===== config.mk =====
export PLATFORM = sky130hd
export DESIGN_NAME = spfl_seq
export DESIGN_NICKNAME = d
export VERILOG_FILES = /design/src/sv/spfl_pkg.sv /design/src/sv/spfl_seq.sv
export SDC_FILE = /design/constraint.sdc
export NUM_CORES = 1
export LEC_CHECK = 0
export BUFFER_PORTS_ARGS = -buffer_cell sky130_fd_sc_hd__clkbuf_2
export CAP_MARGIN = 20
export CORE_AREA = 2 2 109 111
export DETAILED_ROUTE_END_ITERATION = 8
export DIE_AREA = 0 0 111 113
export GPL_ROUTABILITY_DRIVEN = 0
export GPL_TIMING_DRIVEN = 1
export PLACE_DENSITY = 0.88
export SLEW_MARGIN = 20
export SYNTH_ARGS = -nofsm -noshare
export SYNTH_HDL_FRONTEND = slang
export SYNTH_SLANG_ARGS = --single-unit

===== constraint.sdc =====
create_clock -name clk_i -period 3.6 [get_ports clk_i]
set_input_delay 0.72 -clock clk_i [delete_from_list [all_inputs] [get_ports clk_i]]
set_output_delay 0.72 -clock clk_i [all_outputs]
set_load 0.02 [all_outputs]

===== src/sv/spfl_pkg.sv =====
// ----------------------------------------------------------------------------
// spfl_pkg: shared definitions for the slot pool free list
// Field widths, the default pool size, and the operation and status codes.
// ----------------------------------------------------------------------------
package spfl_pkg;

  // Default number of slots in the pool, sentinel slot 0 included.
  localparam int SlotsDefault = 1024;

  // Fixed widths of the request and result fields.
  localparam int FuncW   = 2;
  localparam int SlotW   = 10;
  localparam int StatusW = 2;
  localparam int CountW  = 10;

  // Operation codes carried by a request.
  typedef enum logic [FuncW-1:0] {
    FUNC_ALLOC   = 2'd0,
    FUNC_RELEASE = 2'd1,
    FUNC_PIN     = 2'd2
  } func_e;

  // Status codes carried by a result.
  typedef enum logic [StatusW-1:0] {
    STATUS_DONE       = 2'd0,
    STATUS_EMPTY      = 2'd1,
    STATUS_INELIGIBLE = 2'd2
  } status_e;

endpackage


===== src/sv/spfl_seq.sv =====
// ----------------------------------------------------------------------------
// spfl_seq: request sequencer of the slot pool
// Runs the clearing pass after reset, then takes one request at a time:
// it reads the addressed slot, decides, and writes the links back in a first
// and a second round. Holds the list head, free count and result register.
// ----------------------------------------------------------------------------
module spfl_seq #(
  parameter int   SLOTS = spfl_pkg::SlotsDefault,
  localparam int  LinkW = $clog2(SLOTS)
) (
  input  logic                         clk_i,
  input  logic                         rst_ni,
  // Request channel.
  input  logic                         in_valid_i,
  output logic                         in_ready_o,
  input  logic [spfl_pkg::FuncW-1:0]   func_i,
  input  logic [spfl_pkg::SlotW-1:0]   slot_i,
  // Result channel.
  output logic                         out_valid_o,
  input  logic                         out_ready_i,
  output logic [spfl_pkg::StatusW-1:0] status_o,
  output logic [spfl_pkg::SlotW-1:0]   granted_slot_o,
  output logic                         evict_needed_o,
  output logic [spfl_pkg::CountW-1:0]  free_count_o,
  // Link memory port.
  output logic                         rd_en_o,
  output logic [LinkW-1:0]             rd_addr_o,
  output logic                         nx_we_o,
  output logic                         nx_live_we_o,
  output logic [LinkW-1:0]             nx_addr_o,
  output logic [LinkW-1:0]             nx_link_o,
  output logic                         nx_live_o,
  output logic                         pv_we_o,
  output logic [LinkW-1:0]             pv_addr_o,
  output logic [LinkW-1:0]             pv_link_o,
  input  logic [LinkW-1:0]             nx_link_i,
  input  logic                         nx_live_i,
  input  logic [LinkW-1:0]             pv_link_i
);

  localparam logic [LinkW-1:0] LastIdx  = LinkW'(SLOTS - 1);
  localparam logic [LinkW-1:0] FirstIdx = LinkW'(1);

  typedef enum logic [1:0] {
    ST_INIT,
    ST_IDLE,
    ST_EXEC,
    ST_FINISH
  } state_e;

  state_e state_q, state_d;

  logic [LinkW-1:0]               clr_q, clr_d;
  logic [LinkW-1:0]               head_q, head_d;
  logic [LinkW-1:0]               total_q, total_d;
  logic [spfl_pkg::FuncW-1:0]     func_q, func_d;
  logic [spfl_pkg::SlotW-1:0]     slot_q, slot_d;
  logic [LinkW-1:0]               idx_q, idx_d;
  logic                           ok_q, ok_d;
  logic [LinkW-1:0]               nlink_q, nlink_d;
  logic [LinkW-1:0]               plink_q, plink_d;
  logic                           live_q, live_d;
  logic                           out_valid_q, out_valid_d;
  logic [spfl_pkg::StatusW-1:0]   status_q, status_d;
  logic [spfl_pkg::SlotW-1:0]     granted_q, granted_d;
  logic                           evict_q, evict_d;
  logic [spfl_pkg::CountW-1:0]    count_q, count_d;

  logic [31:0] slot_ext;
  logic [31:0] grant_ext;
  logic [31:0] count_ext;
  logic        on_list;
  logic        usable;
  logic        advance;

  // Width conversions between the 10-bit fields and the link width.
  assign slot_ext  = 32'(slot_i);
  assign grant_ext = 32'(idx_q);

  // Eligibility of the captured slot, from the read data.
  assign on_list = (nx_link_i != '0) || (pv_link_i != '0) || (head_q == idx_q);
  assign usable  = (slot_q != '0) && (32'(slot_q) < 32'(SLOTS));
  assign advance = !out_valid_q || out_ready_i;

  // Next state, memory accesses and result.
  always_comb begin
    state_d     = state_q;
    clr_d       = clr_q;
    head_d      = head_q;
    total_d     = total_q;
    func_d      = func_q;
    slot_d      = slot_q;
    idx_d       = idx_q;
    ok_d        = ok_q;
    nlink_d     = nlink_q;
    plink_d     = plink_q;
    live_d      = live_q;
    out_valid_d = out_valid_q && !out_ready_i;
    status_d    = status_q;
    granted_d   = granted_q;
    evict_d     = evict_q;
    count_d     = count_q;
    count_ext   = 32'(total_q);

    rd_en_o      = 1'b0;
    rd_addr_o    = idx_q;
    nx_we_o      = 1'b0;
    nx_live_we_o = 1'b0;
    nx_addr_o    = idx_q;
    nx_link_o    = '0;
    nx_live_o    = 1'b0;
    pv_we_o      = 1'b0;
    pv_addr_o    = idx_q;
    pv_link_o    = '0;

    case (state_q)
      // Clearing pass: build the initial chain, one slot a cycle.
      ST_INIT: begin
        nx_we_o      = 1'b1;
        nx_live_we_o = 1'b1;
        nx_addr_o    = clr_q;
        nx_link_o    = ((clr_q == '0) || (clr_q == LastIdx)) ? '0 : clr_q + FirstIdx;
        nx_live_o    = 1'b0;
        pv_we_o      = 1'b1;
        pv_addr_o    = clr_q;
        pv_link_o    = (clr_q == '0) ? '0 : clr_q - FirstIdx;
        if (clr_q == LastIdx) begin
          state_d = ST_IDLE;
        end else begin
          clr_d = clr_q + FirstIdx;
        end
      end

      // Take a request and read its slot; allocate reads the list head.
      ST_IDLE: begin
        if (in_valid_i) begin
          func_d    = func_i;
          slot_d    = slot_i;
          idx_d     = (func_i == spfl_pkg::FUNC_ALLOC) ? head_q : slot_ext[LinkW-1:0];
          rd_en_o   = 1'b1;
          rd_addr_o = idx_d;
          state_d   = ST_EXEC;
        end
      end

      // Read data is here: decide and do the first round of writes.
      ST_EXEC: begin
        nlink_d = nx_link_i;
        plink_d = pv_link_i;
        live_d  = nx_live_i;
        case (func_q)
          spfl_pkg::FUNC_ALLOC: begin
            ok_d = (head_q != '0);
            if (ok_d) begin
              nx_we_o      = 1'b1;
              nx_live_we_o = 1'b1;
              nx_addr_o    = idx_q;
              nx_link_o    = '0;
              nx_live_o    = 1'b1;
              pv_we_o      = 1'b1;
              pv_addr_o    = idx_q;
              pv_link_o    = '0;
            end
          end
          spfl_pkg::FUNC_RELEASE: begin
            ok_d = usable && !on_list;
            if (ok_d) begin
              nx_we_o   = 1'b1;
              nx_addr_o = idx_q;
              nx_link_o = head_q;
            end
          end
          spfl_pkg::FUNC_PIN: begin
            ok_d = usable && on_list;
            if (ok_d && (nx_link_i != '0)) begin
              pv_we_o   = 1'b1;
              pv_addr_o = nx_link_i;
              pv_link_o = pv_link_i;
            end
            if (ok_d && (pv_link_i != '0)) begin
              nx_we_o   = 1'b1;
              nx_addr_o = pv_link_i;
              nx_link_o = nx_link_i;
            end
          end
          default: begin
            ok_d = 1'b0;
          end
        endcase
        state_d = ST_FINISH;
      end

      // Second round of writes, head and count update, result load.
      ST_FINISH: begin
        if (advance) begin
          granted_d = '0;
          evict_d   = 1'b0;
          if (ok_q) begin
            case (func_q)
              spfl_pkg::FUNC_ALLOC: begin
                pv_we_o   = 1'b1;
                pv_addr_o = nlink_q;
                pv_link_o = '0;
                head_d    = nlink_q;
                total_d   = total_q - FirstIdx;
                granted_d = grant_ext[spfl_pkg::SlotW-1:0];
                evict_d   = live_q;
              end
              spfl_pkg::FUNC_RELEASE: begin
                if (head_q != '0) begin
                  pv_we_o   = 1'b1;
                  pv_addr_o = head_q;
                  pv_link_o = idx_q;
                end
                head_d  = idx_q;
                total_d = total_q + FirstIdx;
              end
              spfl_pkg::FUNC_PIN: begin
                nx_we_o   = 1'b1;
                nx_addr_o = idx_q;
                nx_link_o = '0;
                pv_we_o   = 1'b1;
                pv_addr_o = idx_q;
                pv_link_o = '0;
                if (plink_q == '0) begin
                  head_d = nlink_q;
                end
                total_d = total_q - FirstIdx;
              end
              default: begin
                head_d = head_q;
              end
            endcase
            status_d = spfl_pkg::STATUS_DONE;
          end else if (func_q == spfl_pkg::FUNC_ALLOC) begin
            status_d = spfl_pkg::STATUS_EMPTY;
          end else begin
            status_d = spfl_pkg::STATUS_INELIGIBLE;
          end
          count_ext   = 32'(total_d);
          count_d     = count_ext[spfl_pkg::CountW-1:0];
          out_valid_d = 1'b1;
          state_d     = ST_IDLE;
        end
      end

      default: begin
        state_d = ST_INIT;
      end
    endcase
  end

  // State and control registers.
  always_ff @(posedge clk_i or negedge rst_ni) begin
    if (!rst_ni) begin
      state_q     <= ST_INIT;
      clr_q       <= '0;
      head_q      <= FirstIdx;
      total_q     <= LastIdx;
      out_valid_q <= 1'b0;
    end else begin
      state_q     <= state_d;
      clr_q       <= clr_d;
      head_q      <= head_d;
      total_q     <= total_d;
      out_valid_q <= out_valid_d;
    end
  end

  // Request and result payload.
  always_ff @(posedge clk_i) begin
    func_q    <= func_d;
    slot_q    <= slot_d;
    idx_q     <= idx_d;
    ok_q      <= ok_d;
    nlink_q   <= nlink_d;
    plink_q   <= plink_d;
    live_q    <= live_d;
    status_q  <= status_d;
    granted_q <= granted_d;
    evict_q   <= evict_d;
    count_q   <= count_d;
  end

  assign in_ready_o     = (state_q == ST_IDLE);
  assign out_valid_o    = out_valid_q;
  assign status_o       = status_q;
  assign granted_slot_o = granted_q;
  assign evict_needed_o = evict_q;
  assign free_count_o   = count_q;

endmodule


-- Word-level counts from Yosys, hierarchy flattened
Index checks and enable logic that the tools add are counted.
- add/subtract/negate cells: 4
- multipliers: 0
- div/mod/pow operators: 0
- magnitude comparators: 0
- eq/ne operators: 11
- shift operators: 0
- muxes and demuxes: 57
- bitwise operators: 1
- reductions and logical operators: 29
- operator list (operator ; count):
    $mux W10 ; 22
    $pmux W10 S2 ; 5
    $pmux W10 S3 ; 3
    $reduce_bool A10 Y1 ; 4
    $add A10 B1 Y10 const B ; 2
    $logic_not A10 Y1 ; 2
    $sub A10 B1 Y10 const B ; 2
    $mux W1 ; 15
    $pmux W1 S3 ; 4
    $eq A10 B10 Y1 ; 1
    $eq A10 B10 Y1 const B ; 1
    $mux W2 ; 4
    $ne A2 B2 Y1 const B ; 4
    $pmux W2 S4 ; 1
    $reduce_and A2 Y1 ; 4
    $eq A2 B2 Y1 const B ; 3
    $logic_not A2 Y1 ; 3
    $pmux W1 S2 ; 3
    $logic_and A1 B1 Y1 ; 5
    $reduce_and A5 Y1 ; 1
    $eq A2 B1 Y1 const B ; 2
    $logic_or A1 B1 Y1 ; 4
    $logic_not A1 Y1 ; 3
    $reduce_and A3 Y1 ; 1
    other kinds (3) ; 3
- register bits: 100
- bits in latches: 0
- RAM bits: 0
- ROM bits: 0
- memories kept: 0

-- Logic depth before layout (Yosys ltp)
- depth after elaboration: 8
- mapped depth: 12

-- Worst setup path after synthesis
No wires, ideal clock.
- path kind: input to output
- from: input port out_ready_i
- to: output port pv_link_o[7]
- arrival: 2.773 ns
- data required time: 2.880 ns
- setup slack: 0.107 ns
- stages: 7
- cells stage by stage: nand2b_1 -> clkbuf_1 -> and2_1 -> nand2_1 -> nor2_1 -> a22oi_1 -> a21oi_1
- longest elaborated chain between the ends: 3
- RTL lines (what ; RTL line ; source):
    start, declared ; spfl_seq.sv:20 ; input logic out_ready_i,
    $logic_or A1 B1 Y1 ; spfl_seq.sv:83 ; assign advance = !out_valid_q || out_ready_i;
    $mux W10 ; spfl_seq.sv:195 ; if (advance) begin
    $pmux W10 S3 ; spfl_seq.sv:116 ; case (state_q)
    end, declared ; spfl_seq.sv:35 ; output logic [LinkW-1:0] pv_link_o,
Every way passes these cells.

-- Worst setup path in the final report
- from: register clr_q[0]
- to: output port pv_link_o[5]
- longest elaborated chain between the ends: 3
- elaborated cells between the ends (all ways): 4
- classes of those cells: 1 x add/sub; 2 x mux; 1 x reduce/logical
- RTL lines (what ; RTL line ; source):
    start, declared ; spfl_seq.sv:53 ; logic [LinkW-1:0] clr_q, clr_d;
    start signal, assigned ; spfl_seq.sv:263 ; clr_q <= clr_d;
    $sub A10 B1 Y10 / $logic_not A10 Y1 (equally long branches) ; spfl_seq.sv:126 ; pv_link_o = (clr_q == '0) ? '0 : clr_q - FirstIdx;
    $mux W10 (*) ; spfl_seq.sv:126 ;
    $pmux W10 S3 (*) ; spfl_seq.sv:116 ;
Every way passes the cells marked *; elsewhere a longest branch is shown, timed or not.

==> metrics.md <==
| Metric | Value |
|---|---|
| Routed wire per std cell | between 20 and 25 µm |
| Die Y | around 110 µm |
| Crit start category | flip-flop |
| Post-DP HPWL | about 13000 µm |
| DRT Wirelength | roughly 18000 µm |
| Status | complete, but fails checks |
| Clock slew at reported path FFs | around 70 ps |
| Detailed Routing Iterations Pass 1 | 9 |
| Area occupied by multi-input gates | 3050 µm² |
| # diodes | 0 |
| First-pass GRT wire length | around 29000 µm |
| Synth cell types | 56 |
| Clk pwr share | approximately 13% |
| CP Data Arrival Time | roughly 2800 ps |
| Yosys top cell by area | edfxtp_1 |
| Clock buffer depth | 2 |
| Pre-CTS setup slack | 65.3 ps |
| Largest fanout on the critical path | 8 |
| Port Buffers | approximately 120 |
| Ys Warns | 0 |
| Top FF cell, synth | edfxtp_1 |
| Die Wd | 111 µm |
| Sequential Power Share | a little under a third |
| Drt via density | between 6 and 7 |
| Initial Util | between 50% and 60% |
| Final Hold Viols | 0 |
| Worst Slack Setup Final | roughly 47 ps |
| Switching share of total power | ~48% |
| Hold Crit Class | flip-flop to flip-flop |
| Max incr delay on CP | 500 ps |
| DR iter-0 viols | 1143 |
| Largest net degree at the start of global routing | 34 |
| Site row count | 39 |
| GR Overflow Total | 0 |
| PwrDens | about 1000 nW/µm² |
| Fin nets | 816 |
| Die area | between 10000 and 15000 µm² |
| Post-CTS Hold Buffers | 0 |
| Setup CP Type | flip-flop to output pin |
| Achievable Freq | 0.281 GHz |
| Post-synth top area share | around 28% |
| Crit-path slowest cell | or4b_4 |
| Cells after Synth | approximately 650 |
| Largest cells by area after synthesis | edfxtp_1, dfrtp_1, mux2i_1, dfstp_2, a21oi_1 |
| Placed Cells | about 880 |
| Dpl cell area | between 6000 and 7000 µm² |
| Max cap viols | 0 |
| Worst-Margin Slew | 920 ps |
| Vias | roughly 5900 |
| RSZ-0062 raised after global routing | no |
| Gr usage total | around 29% |
| Design area | between 7000 and 8000 µm² |
| Synthesized area per cell | 9.46 µm² |
| Total CTS buffers | 9 |
| DRC violation count after routing | 21 |
| Count of buffer and inverter cells on the critical path | 2 |
| Async SR Flop Fraction | 33.0% |
| Crit end category | output pin |
| #FFs+latches synth | 100 |
| Crit-path cells | inv_1, ha_2, or4b_4, or3_4, and2_4, a222oi_1, nor2_1, clkbuf_2 |
| Final min period | ~3600 ps |
| Setup_tns | 0 ps |
| NetSw | between 3000 and 4000 µW |
| # H-tree levels | 3 |
| Final ANT Viol Nets | 0 |
| Failing checks | design-rule violations |
| Clock root buffer | clkbuf_16 |
| Peak VDD IR | 0.913 mV |
| Internal power | between 3000 and 4000 µW |
| Sequential area share after synthesis | a little under half |
| Worst-Skew Late Latency | 350 ps |
| Final period util | 98.7% |
| Filler Cell Count | slightly below 900 |
| Mapped Nets | between 700 and 800 |
| Crit-path leading delay family | simple AND/OR/NAND/NOR gates |
| Combinational Power Share | 55.9% |
| Post-synth EDFFs | 57 |
| Io pins | 117 |
| Clock skew | around 12 ps |
| Layout cells sized above 1 | 25.9% |
| Vias in the first global route | approximately 5600 |
| Cell Count, Final, Fillers Out | 907 |
| CORE AREA | about 11000 µm² |
| Critical Path RT | ~2900 ps |
| Max transition margin | 38.7% |
| Setup violators final | 0 |
| CTS tree | yes |
| Post-Syn Area | between 6000 and 7000 µm² |
| Clk sink count | 100 |
| Initial antenna violation count | 0 |
| FF+latch area | around 2800 µm² |
| Hold_ws | just under 500 ps |
| Pleak | roughly 0.0031 µW |
| Synth-to-Final Area Change | 18.7% |
| Count of final max-slew check failures | 0 |
## synthesized netlist by cell type, types with 4 or more instances
| library cell | number |
|---|---|
| nand3_1 | 14 |
| a21oi_1 | 50 |
| inv_1 | 27 |
| a222oi_1 | 12 |
| dfxtp_1 | 10 |
| and3_1 | 14 |
| a21o_1 | 4 |
| nor3_1 | 9 |
| ha_1 | 19 |
| nor2_1 | 55 |
| edfxtp_1 | 57 |
| xnor2_1 | 27 |
| nand2_1 | 64 |
| clkbuf_1 | 41 |
| o211ai_1 | 4 |
| a221oi_1 | 8 |
| o2bb2ai_1 | 9 |
| mux2i_1 | 29 |
| buf_1 | 4 |
| a211oi_1 | 5 |
| a22oi_1 | 22 |
| a31oi_1 | 5 |
| xor2_1 | 15 |
| dfrtp_1 | 22 |
| nor4_1 | 13 |
| dfstp_2 | 11 |
| and2_1 | 5 |
| o21ai_0 | 39 |
| nand4_1 | 8 |
## registers in the layout, indices dropped and copies added (netlist names)
register and flops:
status_o 2, head_q 10, total_q 10, out_valid_o 1
slot_q 10, plink_q 10, ok_q 1, func_q 2
free_count_o 10, evict_needed_o 1, clr_q 10, idx_q 10
state_q 2, live_q 1, granted_slot_o 10, nlink_q 10
## stage by stage
stage	power, µW	utilization, %
2_1_floorplan	4660	-
3_3_place_gp	5790	61.0
3_5_place_dp	5920	61.0
4_1_cts	6890	63.7
5_1_grt	7390	64.3
6_report	7040	64.3
## worst reg2reg max path: stages (launching register included)
cell and delay (ps):
edfxtp_1 430, clkinvlp_4 200, ha_1 250, buf_4 230, nor2_1 160, inv_1 60, ha_1 310, o21ai_0 120
o21ai_0 140, a211o_1 320, a31oi_1 190, xor2_1 190, o21ai_0 90
## power by group through the flow
| stage | clock network (µW) | registers [µW] | logic (µW) |
|---|---|---|---|
| 2_1_floorplan | 0 | 2090 | 2570 |
| 3_3_place_gp | 0 | 2130 | 3660 |
| 3_5_place_dp | 0 | 2150 | 3770 |
| 4_1_cts | 947 | 2130 | 3800 |
| 5_1_grt | 1000 | 2190 | 4200 |
| 6_report | 944 | 2160 | 3930 |
## kinds of logic after synthesis
group,count (synthesis),synth area share (%)
AND/OR/NAND/NOR,198,15.3
multiplexers,32,5.31
AO/OA/AOI/OAI,174,18.7
buffers and inverters,79,5.35
flip-flops,100,45.1
XOR/XNOR,42,6.03
adder cells (fa/ha/maj),20,4.22
## routing by layer
layer	vias up	track usage, %	routed length [µm]
met4	0	16.3	1280
met3	130	6.21	1920
met2	457	46.7	8400
li1	2595	-	-
met5	-	0	0
met1	2736	35.1	6670
## repair_timing
action | 4_1_cts | 5_1_grt
pin swaps | 1 | 3
gates resized for setup | 5 | 5
setup buffers | 0 | 7
endpoints found under the setup margin | 8 | 16
## cells in the final DEF (no fill, tap or decap), types with 11 or more instances in the layout
cell      Yosys  layout
clkbuf_2      0     116
nand2_1      64      64
edfxtp_1     57      57
nor2_1       55      54
a21oi_1      50      50
o21ai_0      39      39
buf_4         1      39
mux2i_1      29      29
xnor2_1      27      27
inv_1        27      26
a22oi_1      22      22
dfrtp_1      22      22
ha_1         19      18
xor2_1       15      15
and3_1       14      14
nor4_1       13      13
nand3_1      14      13
a222oi_1     12      12
dfstp_2      11      11
## worst paths after layout
check	slack (ps)	start	cells past startpoint	end
max in group asynchronous	2530	rst_ni	1	clr_q[2]
hold / removal	490	total_q[4]	2	total_q[4]
min in group asynchronous	500	rst_ni	1	out_valid_o
setup reg to reg	630	func_q[0]	12	free_count_o[7]
setup / recovery	50	clr_q[0]	8	pv_link_o[5]
hold reg to reg	490	total_q[4]	2	total_q[4]
## area by class of cell
cell class / instances / area share, %
repair buffers: 155 / 12.1
flip-flops and latches: 100 / 38.0
well taps: 143 / 2.47
multi-input cells: 466 / 42.1
clock inverters: 4 / 0.415
clock buffers: 12 / 3.56
inverters: 27 / 1.45
No activity file was read; power rests on OpenSTA's default activity.
